==> src/hdl/assert_macros.svh <==
// ----------------------------------------------------------------------------
// Assertion macros included by the writer RTL.
// Define NO_ASSERTIONS to compile them away.
// ----------------------------------------------------------------------------
`ifndef ASSERT_MACROS_SVH
`define ASSERT_MACROS_SVH

`ifndef NO_ASSERTIONS

// Check that a property holds on every rising clock edge outside reset.
`define ASSERT_PROP(lbl, clk, rst_n, prop) \
    lbl: assert property (@(posedge clk) disable iff (!rst_n) (prop)) \
        else $error("assertion failed");

// Check that an expression is never true outside reset.
`define ASSERT_NEVER(lbl, clk, rst_n, expr) \
    lbl: assert property (@(posedge clk) disable iff (!rst_n) !(expr)) \
        else $error("forbidden condition seen");

`else

`define ASSERT_PROP(lbl, clk, rst_n, prop)
`define ASSERT_NEVER(lbl, clk, rst_n, expr)

`endif

`endif

==> src/hdl/egnw_pkg.sv <==
// ----------------------------------------------------------------------------
// egnw_pkg
// Types, widths and codes of the Exp-Golomb NAL unit writer.
// ----------------------------------------------------------------------------
package egnw_pkg;

    // Field widths
    localparam int REQ_W    = 2;
    localparam int VALUE_W  = 64;
    localparam int WIDTH_W  = 7;
    localparam int BYTE_W   = 8;
    localparam int STATUS_W = 2;
    localparam int LIMIT_W  = 16;
    localparam int SE_W     = 32;
    localparam int CODE_W   = SE_W + 1;
    localparam int LEN_W    = 6;
    localparam int IDX_W    = $clog2(VALUE_W);
    localparam int FILL_W   = 3;
    localparam int ZRUN_W   = 2;

    // Raw byte limit per unit
    localparam int RAW_LIMIT = 512;
    localparam int RAW_W     = $clog2(RAW_LIMIT + 1);
    localparam int HDR_BYTES = 2;

    // Request types
    localparam logic [REQ_W-1:0] REQ_FIXED = 2'd0;
    localparam logic [REQ_W-1:0] REQ_UE    = 2'd1;
    localparam logic [REQ_W-1:0] REQ_SE    = 2'd2;
    localparam logic [REQ_W-1:0] REQ_TRAIL = 2'd3;

    // Result status codes
    localparam logic [STATUS_W-1:0] STAT_DATA  = 2'd0;
    localparam logic [STATUS_W-1:0] STAT_LIMIT = 2'd1;
    localparam logic [STATUS_W-1:0] STAT_SHORT = 2'd2;
    localparam logic [STATUS_W-1:0] STAT_RANGE = 2'd3;

    // Constants
    localparam logic [LIMIT_W-1:0] OUT_LIMIT_RESET = 16'd512;
    localparam logic [VALUE_W-1:0] UE_MAX          = 64'd4294967294;
    localparam logic [SE_W-1:0]    SE_MIN          = 32'h8000_0000;
    localparam logic [BYTE_W-1:0]  EMU_BYTE        = 8'h03;
    localparam logic [BYTE_W-1:0]  ESC_MAX         = 8'd3;
    localparam logic [BYTE_W-1:0]  TOP_BIT         = 8'h80;
    localparam logic [WIDTH_W-1:0] MAX_WIDTH       = 7'd64;
    localparam logic [ZRUN_W-1:0]  ZRUN_MAX        = 2'd2;

    // Sequencer states
    typedef enum logic [2:0] {
        ST_IDLE  = 3'b001,
        ST_SCAN  = 3'b010,
        ST_SHIFT = 3'b100
    } state_t;

endpackage

==> src/hdl/exp_golomb_nal_writer_top.sv <==
// Output: a completed byte waits in the pending register, then moves to the m_ output
//   register once that is free. One bit per cycle from a single-bit shifter while no
//   completed byte waits; a ue/se code first has its length counted, then its bits placed.
// Each completed byte, each inserted 0x03 and each stall on m_ready holds the shifter
//   while the pending byte waits.
// Reset: aresetn is synchronous; it empties the unit and sets out_limit to 512.
// ----------------------------------------------------------------------------
// exp_golomb_nal_writer_top
// Packs fixed, ue and se syntax elements MSB first into NAL unit bytes and
// inserts emulation-prevention bytes after the two-byte header.
// ----------------------------------------------------------------------------
`include "assert_macros.svh"

module exp_golomb_nal_writer_top (
    input  logic                            aclk,
    input  logic                            aresetn,
    input  logic                            s_valid,
    output logic                            s_ready,
    input  logic [egnw_pkg::REQ_W-1:0]      s_req_type,
    input  logic [egnw_pkg::VALUE_W-1:0]    s_value,
    input  logic [egnw_pkg::WIDTH_W-1:0]    s_width,
    output logic                            m_valid,
    input  logic                            m_ready,
    output logic [egnw_pkg::BYTE_W-1:0]     m_out_byte,
    output logic                            m_last,
    output logic [egnw_pkg::STATUS_W-1:0]   m_status,
    input  logic                            cfg_we,
    input  logic [egnw_pkg::LIMIT_W-1:0]    cfg_wdata
);
    import egnw_pkg::*;

    // Control state
    state_t                 state_reg, state_next;
    logic [LIMIT_W-1:0]     out_limit_reg, out_limit_next;
    logic [BYTE_W-1:0]      partial_reg, partial_next;
    logic [FILL_W-1:0]      fill_reg, fill_next;
    logic [RAW_W-1:0]       raw_count_reg, raw_count_next;
    logic [LIMIT_W-1:0]     out_count_reg, out_count_next;
    logic [ZRUN_W-1:0]      zero_run_reg, zero_run_next;
    logic                   unit_failed_reg, unit_failed_next;
    logic                   pend_valid_reg, pend_valid_next;
    logic                   m_valid_reg, m_valid_next;

    // Payload
    logic [VALUE_W-1:0]     data_reg, data_next;
    logic [CODE_W-1:0]      scan_reg, scan_next;
    logic [LEN_W-1:0]       len_reg, len_next;
    logic [LEN_W-1:0]       zero_cnt_reg, zero_cnt_next;
    logic [WIDTH_W-1:0]     bit_cnt_reg, bit_cnt_next;
    logic                   pend_err_reg, pend_err_next;
    logic [STATUS_W-1:0]    pend_status_reg, pend_status_next;
    logic [BYTE_W-1:0]      pend_byte_reg, pend_byte_next;
    logic                   pend_last_reg, pend_last_next;
    logic                   pend_esc_reg, pend_esc_next;
    logic                   pend_hdr_reg, pend_hdr_next;
    logic                   pend_clear_reg, pend_clear_next;
    logic [BYTE_W-1:0]      m_out_byte_reg, m_out_byte_next;
    logic                   m_last_reg, m_last_next;
    logic [STATUS_W-1:0]    m_status_reg, m_status_next;

    // Datapath helpers
    logic                   out_load;
    logic                   unit_clear;
    logic [WIDTH_W-1:0]     fixed_n;
    logic [SE_W-1:0]        se_raw;
    logic [SE_W-1:0]        se_mag;
    logic                   se_neg;
    logic [CODE_W-1:0]      code;
    logic                   range_err;
    logic [IDX_W-1:0]       bit_idx;
    logic                   cur_bit;
    logic                   last_bit;
    logic [BYTE_W-1:0]      new_partial;
    logic [BYTE_W-1:0]      trail_byte;
    logic [BYTE_W-1:0]      cand_byte;
    logic                   cand_esc;
    logic                   raw_full;

    assign out_load = !m_valid_reg || m_ready;
    assign s_ready  = (state_reg == ST_IDLE) && !pend_valid_reg;

    // Clamp fixed width, build the ue or se code number plus one
    assign fixed_n   = (s_width > MAX_WIDTH) ? MAX_WIDTH : s_width;
    assign se_raw    = s_value[SE_W-1:0];
    assign se_neg    = se_raw[SE_W-1] || (se_raw == '0);
    assign se_mag    = '0 - se_raw;
    assign code      = (s_req_type == REQ_UE) ? ({1'b0, se_raw} + CODE_W'(1))
                     : (se_neg ? {se_mag, 1'b1} : {se_raw, 1'b0});
    assign range_err = (s_req_type == REQ_UE) ? (s_value > UE_MAX) : (se_raw == SE_MIN);

    // Current bit: prefix zeros first, then data bits MSB first
    assign bit_idx     = IDX_W'(bit_cnt_reg - WIDTH_W'(1));
    assign cur_bit     = (zero_cnt_reg != '0) ? 1'b0 : data_reg[bit_idx];
    assign last_bit    = (zero_cnt_reg == '0) && (bit_cnt_reg == WIDTH_W'(1));
    assign new_partial = partial_reg | (cur_bit ? (TOP_BIT >> fill_reg) : '0);
    assign trail_byte  = partial_reg | (TOP_BIT >> fill_reg);
    assign raw_full    = raw_count_reg >= RAW_W'(RAW_LIMIT);

    // Escape decision for the byte about to complete
    assign cand_byte = (state_reg == ST_SHIFT) ? new_partial : trail_byte;
    assign cand_esc  = (raw_count_reg >= RAW_W'(HDR_BYTES)) && (zero_run_reg == ZRUN_MAX)
                     && (cand_byte <= ESC_MAX);

    always_comb begin
        state_next       = state_reg;
        out_limit_next   = out_limit_reg;
        partial_next     = partial_reg;
        fill_next        = fill_reg;
        raw_count_next   = raw_count_reg;
        out_count_next   = out_count_reg;
        zero_run_next    = zero_run_reg;
        unit_failed_next = unit_failed_reg;
        pend_valid_next  = pend_valid_reg;
        m_valid_next     = m_valid_reg && !m_ready;
        data_next        = data_reg;
        scan_next        = scan_reg;
        len_next         = len_reg;
        zero_cnt_next    = zero_cnt_reg;
        bit_cnt_next     = bit_cnt_reg;
        pend_err_next    = pend_err_reg;
        pend_status_next = pend_status_reg;
        pend_byte_next   = pend_byte_reg;
        pend_last_next   = pend_last_reg;
        pend_esc_next    = pend_esc_reg;
        pend_hdr_next    = pend_hdr_reg;
        pend_clear_next  = pend_clear_reg;
        m_out_byte_next  = m_out_byte_reg;
        m_last_next      = m_last_reg;
        m_status_next    = m_status_reg;
        unit_clear       = 1'b0;

        // Take a register write
        if (cfg_we) begin
            out_limit_next = cfg_wdata;
        end

        // Drain the pending byte or error into the output register
        if (pend_valid_reg && out_load) begin
            m_valid_next = 1'b1;
            if (pend_err_reg || (out_count_reg >= out_limit_reg)) begin
                m_out_byte_next  = '0;
                m_last_next      = 1'b1;
                m_status_next    = pend_err_reg ? pend_status_reg : STAT_LIMIT;
                unit_failed_next = 1'b1;
                pend_valid_next  = 1'b0;
                unit_clear       = pend_clear_reg;
            end else if (pend_esc_reg) begin
                m_out_byte_next = EMU_BYTE;
                m_last_next     = 1'b0;
                m_status_next   = STAT_DATA;
                out_count_next  = out_count_reg + LIMIT_W'(1);
                zero_run_next   = '0;
                pend_esc_next   = 1'b0;
            end else begin
                m_out_byte_next = pend_byte_reg;
                m_last_next     = pend_last_reg;
                m_status_next   = STAT_DATA;
                out_count_next  = out_count_reg + LIMIT_W'(1);
                if (!pend_hdr_reg) begin
                    if (pend_byte_reg != '0) begin
                        zero_run_next = '0;
                    end else if (zero_run_reg != ZRUN_MAX) begin
                        zero_run_next = zero_run_reg + ZRUN_W'(1);
                    end
                end
                pend_valid_next = 1'b0;
                unit_clear      = pend_clear_reg;
            end
        end

        case (state_reg)
            // Accept a request and set up the bit sequence
            ST_IDLE: begin
                if (s_valid && s_ready) begin
                    case (s_req_type)
                        REQ_TRAIL: begin
                            if (unit_failed_reg) begin
                                unit_clear = 1'b1;
                            end else begin
                                pend_valid_next = 1'b1;
                                pend_clear_next = 1'b1;
                                pend_esc_next   = 1'b0;
                                if (raw_full) begin
                                    pend_err_next    = 1'b1;
                                    pend_status_next = STAT_LIMIT;
                                end else if (raw_count_reg == '0) begin
                                    pend_err_next    = 1'b1;
                                    pend_status_next = STAT_SHORT;
                                end else begin
                                    pend_err_next  = 1'b0;
                                    pend_byte_next = trail_byte;
                                    pend_last_next = 1'b1;
                                    pend_esc_next  = cand_esc;
                                    pend_hdr_next  = raw_count_reg < RAW_W'(HDR_BYTES);
                                    raw_count_next = raw_count_reg + RAW_W'(1);
                                end
                            end
                        end
                        REQ_FIXED: begin
                            if (!unit_failed_reg && (fixed_n != '0)) begin
                                data_next     = s_value;
                                bit_cnt_next  = fixed_n;
                                zero_cnt_next = '0;
                                state_next    = ST_SHIFT;
                            end
                        end
                        REQ_UE, REQ_SE: begin
                            if (!unit_failed_reg) begin
                                if (range_err) begin
                                    pend_valid_next  = 1'b1;
                                    pend_err_next    = 1'b1;
                                    pend_status_next = STAT_RANGE;
                                    pend_clear_next  = 1'b0;
                                    pend_esc_next    = 1'b0;
                                end else begin
                                    data_next  = VALUE_W'(code);
                                    scan_next  = code;
                                    len_next   = '0;
                                    state_next = ST_SCAN;
                                end
                            end
                        end
                        default: begin
                        end
                    endcase
                end
            end

            // Count the code length one bit per cycle
            ST_SCAN: begin
                if (scan_reg != '0) begin
                    scan_next = scan_reg >> 1;
                    len_next  = len_reg + LEN_W'(1);
                end else begin
                    zero_cnt_next = len_reg - LEN_W'(1);
                    bit_cnt_next  = WIDTH_W'(len_reg);
                    state_next    = ST_SHIFT;
                end
            end

            // Place one bit per cycle, hold while a byte waits
            ST_SHIFT: begin
                if (!pend_valid_reg) begin
                    if (unit_failed_reg || (bit_cnt_reg == '0)) begin
                        state_next = ST_IDLE;
                    end else if (raw_full) begin
                        pend_valid_next  = 1'b1;
                        pend_err_next    = 1'b1;
                        pend_status_next = STAT_LIMIT;
                        pend_clear_next  = 1'b0;
                        pend_esc_next    = 1'b0;
                    end else begin
                        if (zero_cnt_reg != '0) begin
                            zero_cnt_next = zero_cnt_reg - LEN_W'(1);
                        end else begin
                            bit_cnt_next = bit_cnt_reg - WIDTH_W'(1);
                        end
                        if (last_bit) begin
                            state_next = ST_IDLE;
                        end
                        fill_next = fill_reg + FILL_W'(1);
                        if (fill_reg == '1) begin
                            partial_next    = '0;
                            pend_valid_next = 1'b1;
                            pend_err_next   = 1'b0;
                            pend_byte_next  = new_partial;
                            pend_last_next  = 1'b0;
                            pend_esc_next   = cand_esc;
                            pend_hdr_next   = raw_count_reg < RAW_W'(HDR_BYTES);
                            pend_clear_next = 1'b0;
                            raw_count_next  = raw_count_reg + RAW_W'(1);
                        end else begin
                            partial_next = new_partial;
                        end
                    end
                end
            end

            default: begin
                state_next = ST_IDLE;
            end
        endcase

        // Start a new unit
        if (unit_clear) begin
            partial_next     = '0;
            fill_next        = '0;
            raw_count_next   = '0;
            out_count_next   = '0;
            zero_run_next    = '0;
            unit_failed_next = 1'b0;
        end
    end

    // Control registers
    always_ff @(posedge aclk) begin
        if (!aresetn) begin
            state_reg       <= ST_IDLE;
            out_limit_reg   <= OUT_LIMIT_RESET;
            partial_reg     <= '0;
            fill_reg        <= '0;
            raw_count_reg   <= '0;
            out_count_reg   <= '0;
            zero_run_reg    <= '0;
            unit_failed_reg <= 1'b0;
            pend_valid_reg  <= 1'b0;
            m_valid_reg     <= 1'b0;
        end else begin
            state_reg       <= state_next;
            out_limit_reg   <= out_limit_next;
            partial_reg     <= partial_next;
            fill_reg        <= fill_next;
            raw_count_reg   <= raw_count_next;
            out_count_reg   <= out_count_next;
            zero_run_reg    <= zero_run_next;
            unit_failed_reg <= unit_failed_next;
            pend_valid_reg  <= pend_valid_next;
            m_valid_reg     <= m_valid_next;
        end
    end

    // Payload registers
    always_ff @(posedge aclk) begin
        data_reg        <= data_next;
        scan_reg        <= scan_next;
        len_reg         <= len_next;
        zero_cnt_reg    <= zero_cnt_next;
        bit_cnt_reg     <= bit_cnt_next;
        pend_err_reg    <= pend_err_next;
        pend_status_reg <= pend_status_next;
        pend_byte_reg   <= pend_byte_next;
        pend_last_reg   <= pend_last_next;
        pend_esc_reg    <= pend_esc_next;
        pend_hdr_reg    <= pend_hdr_next;
        pend_clear_reg  <= pend_clear_next;
        m_out_byte_reg  <= m_out_byte_next;
        m_last_reg      <= m_last_next;
        m_status_reg    <= m_status_next;
    end

    assign m_valid    = m_valid_reg;
    assign m_out_byte = m_out_byte_reg;
    assign m_last     = m_last_reg;
    assign m_status   = m_status_reg;

    // Raw byte count never passes the limit
    `ASSERT_NEVER(a_raw_bound, aclk, aresetn, raw_count_reg > RAW_W'(RAW_LIMIT))
    // Zero run saturates at two
    `ASSERT_NEVER(a_zrun_bound, aclk, aresetn, zero_run_reg > ZRUN_MAX)
    // Error results are zero bytes that close the unit
    `ASSERT_PROP(a_err_form, aclk, aresetn,
        (m_valid_reg && (m_status_reg != STAT_DATA)) |-> (m_last_reg && (m_out_byte_reg == '0)))
    // A failed unit stops the shifter on the next cycle
    `ASSERT_PROP(a_fail_stop, aclk, aresetn,
        ((state_reg == ST_SHIFT) && unit_failed_reg && !pend_valid_reg) |=> (state_reg == ST_IDLE))

endmodule

==> config.mk <==
export PLATFORM = sky130hd
export DESIGN_NAME = exp_golomb_nal_writer_top
export DESIGN_NICKNAME = d
export VERILOG_FILES = /design/src/hdl/egnw_pkg.sv /design/src/hdl/exp_golomb_nal_writer_top.sv
export VERILOG_INCLUDE_DIRS = /design/src /design/src/hdl
export SDC_FILE = /design/constraint.sdc
export NUM_CORES = 1
export LEC_CHECK = 0
export ABC_AREA = 1
export BUFFER_PORTS_ARGS = -buffer_cell sky130_fd_sc_hd__buf_2
export CAP_MARGIN = 20
export CORE_AREA = 4 4 156 158
export CTS_CLUSTER_DIAMETER = 40
export DETAILED_ROUTE_END_ITERATION = 12
export DIE_AREA = 0 0 160 162
export PLACE_DENSITY = 0.77
export SKIP_LAST_GASP = 1
export SLEW_MARGIN = 40
export SYNTH_ARGS = -nofsm -noshare
export SYNTH_HDL_FRONTEND = slang
export SYNTH_SLANG_ARGS = --single-unit
==> constraint.sdc <==
create_clock -name aclk -period 7.89 [get_ports aclk]
set_input_delay 1.578 -clock aclk [delete_from_list [all_inputs] [get_ports aclk]]
set_output_delay 1.578 -clock aclk [all_outputs]
set_load 0.02 [all_outputs]
==> results_dict.tcl, run 1 <==
set metrics [dict create \
    dr_wl_met3_mm 2.196 \
    wl_per_cell_um 15.41 \
    globalplace.congestion 0.9396 \
    crit_path_max_fanout 39 \
    vdd_drop_max_v 0.0001583 \
    cts_tree "yes" \
    avgSynthCellArea_um2 7.580 \
    p_per_area_nw_per_um2 264.2 \
    grt.total_usage_pct 23.86 \
    numClockSinks 203 \
    fillCellCount 2022 \
    synthCells 1653 \
    die_area_um2 25920 \
    synth_fp_nets 1785 \
    period_needed_ns 3.998 \
    cap_viol_max_count 0 \
    grt_pass1_wl_mm 51.83 \
    hold_end "partial_reg[0]$_SDFFE_PP0P_" \
    cts_resized 0 \
    syn_area_um2 12530 \
    clock.fmax_mhz 250.1 \
    drt_iter0_drc 1071 \
    synthFlopType "edfxtp_1" \
    numPortBuffers 106 \
    p_seq_share_pct 39.0 \
    routed.top_layer "met4" \
    ios 107 \
    final_cell_mix "363 x nand2_1, 231 x inv_1, 168 x nor2_1" \
    rrSetupSlack_ns 4.58 \
    ys_warn_count 0 \
    p_clk_share_pct 30.7 \
    cts_root_buf "clkbuf_16" \
    synth_seq_area_share_pct 43.70 \
    criticalPathCategory "in -> reg" \
    r2r_cells 18 \
    ant_nets 0 \
    hold_buffers 0 \
    drc 0 \
    p_leak_nw 6.156 \
    slew_headroom_pct 49.96 \
    coreArea_um2 23120 \
    postCtsSetupBuffers 0 \
    die_width_um 160 \
    worstMarginPinSlew_ns 0.7478 \
    vias 11389 \
    setup_tns_ns 0 \
    cts_buffers 26 \
    drive_gt1_share_pct 13.25 \
    setup_violations 0 \
    startpoint_type "input pin" \
    insertion_delay_ns 0.52 \
    final_common_cell "nand2_1" \
    arrival_ns 4.15 \
    placement.setup.worst_slack_ns 3.355 \
    hold_viol 0 \
    avgViaCountPerCell 5.558 \
    hp-class "reg -> reg" \
    period_share_pct 50.67 \
    synth-seq-cells 203 \
    finalPower_mw 3.746 \
    clk_pin_slew_worst_paths_ns 0.06 \
    die_h_um 162 \
    largest_reg_flops 64 \
    worst_slack_ns 3.892 \
    grt_pass1_vias 10815 \
    wl_mm 31.57 \
    worst_setup_path_end_kind "flop" \
    ys_async_sr_fraction_pct 0 \
    r2r-start "bit_cnt_reg[0]$_DFFE_PP_" \
    antenna_found_initial 0 \
    swShare_pct 35.79 \
    hpwl_mm 23.44 \
    min_from "partial_reg[0]$_SDFFE_PP0P_" \
    pwr-share-comb_pct 30.3 \
    status "complete, no violations" \
    grt_max_degree 65 \
    grt_setup_unrepaired "false" \
    diodes 0 \
    rr_endpoint "pend_esc_reg$_DFF_P_" \
    yosysUniqueCellTypes 58 \
    crit_required_ns 8.04 \
    synth_edf_count 141 \
    slew_viol_final 0 \
    hold_depth 2 \
    row_count 56 \
    fin_worst_skew_ns 0.01370 \
    cts_buffer_depth 3 \
    netSwitchingPower_mw 1.341 \
    firstDrtPassIters 6 \
    wl_met1_mm 13.30 \
    synthToLayoutAreaGrowth_pct 13.18 \
    htreeDepth 1 \
    wl_met2_mm 15.08 \
    grt_overflow 0 \
    start_util_pct 54.19 \
    intPower_mw 2.406 \
    layout.nets 1871 \
]
-- cells in the mapped netlist (8+ instances only) --
cell type | number | share of area (%)
xor2_1 | 12 | 0.84
a21oi_1 | 109 | 4.4
edfxtp_1 | 141 | 34
buf_2 | 15 | 0.60
o21ai_0 | 107 | 4.3
a31oi_1 | 11 | 0.55
inv_1 | 232 | 7.0
o31ai_1 | 9 | 0.54
nand2_2 | 12 | 0.60
o21ai_1 | 31 | 1.2
dfxtp_1 | 62 | 9.9
nor2_1 | 168 | 5.0
nand2_1 | 363 | 11
nand4_1 | 24 | 1.2
inv_2 | 12 | 0.36
clkbuf_1 | 30 | 0.90
nor4_1 | 23 | 1.1
ha_1 | 38 | 3.8
nand3_1 | 113 | 4.5
nor2_4 | 8 | 0.72
nor2_2 | 9 | 0.45
nor3_1 | 44 | 1.8
-- cells by family after synthesis --
group	count (synthesis)	synth area share [%]
fa+ha+maj	38	3.795
buf+inv	303	9.427
compound gates	303	13.39
xor+xnor	16	1.118
flops	203	43.70
simple gates	790	28.57
-- metrics by stage --
stage,utilization [%],hold WS (ns),std cells,cell area (µm²)
after global routing,61.33,0.4731,2049,14180
final,61.33,0.4380,2049,14180
after global placement,57.40,0.4177,2001,13270
after CTS,61.31,0.4436,2049,14180
after detailed placement,57.54,0.4280,2001,13310
after floorplan,-,0.4093,1653,12540
-- metal layers --
metal / up-vias / GRT usage, %
li1: 5711 / -
met1: 5190 / 30.63
met2: 412 / 41.81
met3: 76 / 3.146
met4: 0 / 8.174
met5: - / 0
-- worst max path at each step --
stage | start | end | slack [ns] | depth (start not counted)
6_report | s_req_type[1] | scan_reg[13]$_DFFE_PP_ | 3.89 | 10
5_1_grt | s_value[0] | data_reg[11]$_DFFE_PP_ | 3.80 | 14
4_1_cts | s_req_type[1] | data_reg[1]$_DFFE_PP_ | 3.88 | 9
3_5_place_dp | s_req_type[1] | data_reg[1]$_DFFE_PP_ | 3.36 | 9
3_3_place_gp | s_req_type[1] | data_reg[1]$_DFFE_PP_ | 3.18 | 9
2_1_floorplan | s_req_type[1] | data_reg[0]$_DFFE_PP_ | 2.10 | 7
-- critical path, stage by stage --
cell and delay [ns]:
buf_2 0.13, inv_1 0.12, ha_1 0.18, buf_4 0.40, inv_2 0.35, nand4_1 0.23, o211ai_2 0.23, nand3b_1 0.30
a21oi_4 0.14, buf_4 0.45
-- power by group through the flow --
stage	Combinational [mW]	Clock, mW	Sequential, mW
final	1.14	1.15	1.46
after global routing	1.26	1.21	1.48
after global placement	1.10	0	1.47
after floorplan	0.777	0	1.49
after detailed placement	1.12	0	1.48
after CTS	1.13	1.16	1.46
-- cell type report --
type | count | area, µm² | area share, %
multi-input combinational | 1147 | 5941 | 41.89
tap | 290 | 362.8 | 2.559
timing repair buffer | 115 | 601.8 | 4.244
clock inverter | 17 | 117.6 | 0.8294
inverter | 246 | 928.4 | 6.547
sequential | 203 | 5475 | 38.61
clock buffer | 31 | 754.5 | 5.320
Note: power is estimated with default switching activity, not from simulation.
==> inputs of run 2 (changes only) <==
Settings changed: PLACE_DENSITY 0.77 to 0.74.
Clock period 7.89 ns to 4.1 ns, I/O delays scaled along.
==> results_dict.tcl, run 2 (synthesis results as in run 1) <==
set metrics [dict create \
    criticalPathCategory "in -> reg" \
    final_common_cell "nand2_1" \
    slew_headroom_pct 46.55 \
    cap_viol_max_count 0 \
    grt_use_met3_pct 3.400 \
    fin_cells 2063 \
    hpwl_mm 24.12 \
    grt_pass1_wl_mm 53.90 \
    hold_viol 0 \
    status "complete, no violations" \
    cts_buffer_depth 3 \
    htreeDepth 1 \
    setup_tns_ns 0 \
    cts_root_buf "clkbuf_16" \
    antenna_found_initial 0 \
    grt_pass1_vias 11169 \
    row_count 56 \
    slew_viol_final 0 \
    grt_setup_unrepaired "false" \
    clk_pin_slew_worst_paths_ns 0.06 \
    hold_buffers 0 \
    arrival_ns 3.19 \
    drt_iter0_drc 1010 \
    critPathTopFamily "buffers and inverters" \
    numPortBuffers 106 \
    p_leak_nw 6.250 \
    vias 11429 \
    cp-startpoint "s_req_type[1]" \
    p_per_area_nw_per_um2 521.6 \
    use_met2_pct 43.20 \
    die_h_um 162 \
    layout.nets 1882 \
    placed_cells 2009 \
    min_from "partial_reg[0]$_SDFFE_PP0P_" \
    grt_overflow 0 \
    path_cells "buf_2 > inv_1 > ha_1 > buf_4 > inv_1 > nand4_1 > o211ai_2 > nand3b_1 > a21oi_4 > buf_4" \
    max_stage_delay_ns 0.46 \
    wl_per_cell_um 15.76 \
    fillCellCount 2074 \
    timing.hold.ws_ns 0.4310 \
    setup_violations 0 \
    drive_gt1_share_pct 13.99 \
    drc 0 \
    period_share_pct 73.34 \
    fin_worst_skew_ns 0.01028 \
    grt.total_usage_pct 24.98 \
    largest_reg_flops 64 \
    ant_nets 0 \
    cts_tree "yes" \
    crit_buf_inv 5 \
    r2r-start "bit_cnt_reg[1]$_DFFE_PP_" \
    worst_setup_path_end_kind "flop" \
    crit_required_ns 4.28 \
    die_area_um2 25920 \
    postCtsSetupBuffers 0 \
    firstDrtPassIters 6 \
    crit_path_max_fanout 33 \
    numClockSinks 203 \
    avgViaCountPerCell 5.540 \
    grt_busiest_layer "met2" \
    synthToLayoutAreaGrowth_pct 14.27 \
    final_cell_mix "363 x nand2_1, 232 x inv_1, 168 x nor2_1" \
    die_width_um 160 \
    wl_mm 32.52 \
    cts_buffers 29 \
    diodes 0 \
    worstMarginPinSlew_ns 0.7990 \
    startpoint_type "input pin" \
    ios 107 \
    grt_max_degree 66 \
    cts_resized 0 \
    start_util_pct 54.19 \
    insertion_delay_ns 0.54 \
    vdd_drop_max_v 0.0003695 \
    use_met1_pct 32.56 \
    globalplace.congestion 0.9651 \
    coreArea_um2 23120 \
    clock.fmax_mhz 332.6 \
    slowest_stage "buf_4" \
    period_needed_ns 3.007 \
    hp-class "reg -> reg" \
]
==> run 2: worst paths after layout <==
path | end | slack (ns) | cells past startpoint
worst min-delay path | partial_reg[0]$_SDFFE_PP0P_ | 0.43 | 2
worst min register to register | partial_reg[0]$_SDFFE_PP0P_ | 0.43 | 2
worst max register to register | pend_esc_reg$_DFF_P_ | 1.23 | 15
worst max-delay path | scan_reg[5]$_DFFE_PP_ | 1.09 | 10
==> run 2: worst min-delay path: stages, from the launching register on <==
cell     delay (ns)
dfxtp_1        0.30
inv_1          0.05
nor2_1         0.04
==> run 2: where the power goes <==
group | switching [mW] | internal, mW | leakage, nW | total [mW]
clock | 0.993 | 1.48 | 0.477 | 2.47
sequential | 0.152 | 2.66 | 1.80 | 2.81
combinational | 1.53 | 0.649 | 3.97 | 2.18
total | 2.68 | 4.79 | 6.25 | 7.47
==> run 2: metrics by stage <==
stage / setup slack, ns / instance area, µm² / utilization, % / total power [mW]
finish: 1.093 / 14320 / 61.92 / 7.467
global route: 0.8085 / 14320 / 61.92 / 7.905
CTS: 1.111 / 14320 / 61.92 / 7.493
detailed placement: 0.5588 / 13350 / 57.72 / 5.014
global placement: 0.6770 / 13330 / 57.66 / 4.956
floorplan: 0.2493 / 12550 / - / 4.359
==> run 2: layout make-up <==
cell class                      count  area [µm²]  area share (%)
Multi-Input combinational cell   1147        5923           41.37
Clock inverter                     23       229.0           1.599
Timing Repair Buffer              123       658.1           4.597
Inverter                          246       925.9           6.467
Tap cell                          290       362.8           2.534
Sequential cell                   203        5475           38.24
Clock buffer                       31       743.2           5.191
==> run 2: layer usage <==
metal / wire length [µm] / vias up / share of wire (%)
met5: 0 / - / 0
met3: 2035 / 77 / 6.3
met2: 15620 / 368 / 48
met4: 1012 / 0 / 3.1
li1: - / 5739 / -
met1: 13860 / 5245 / 43
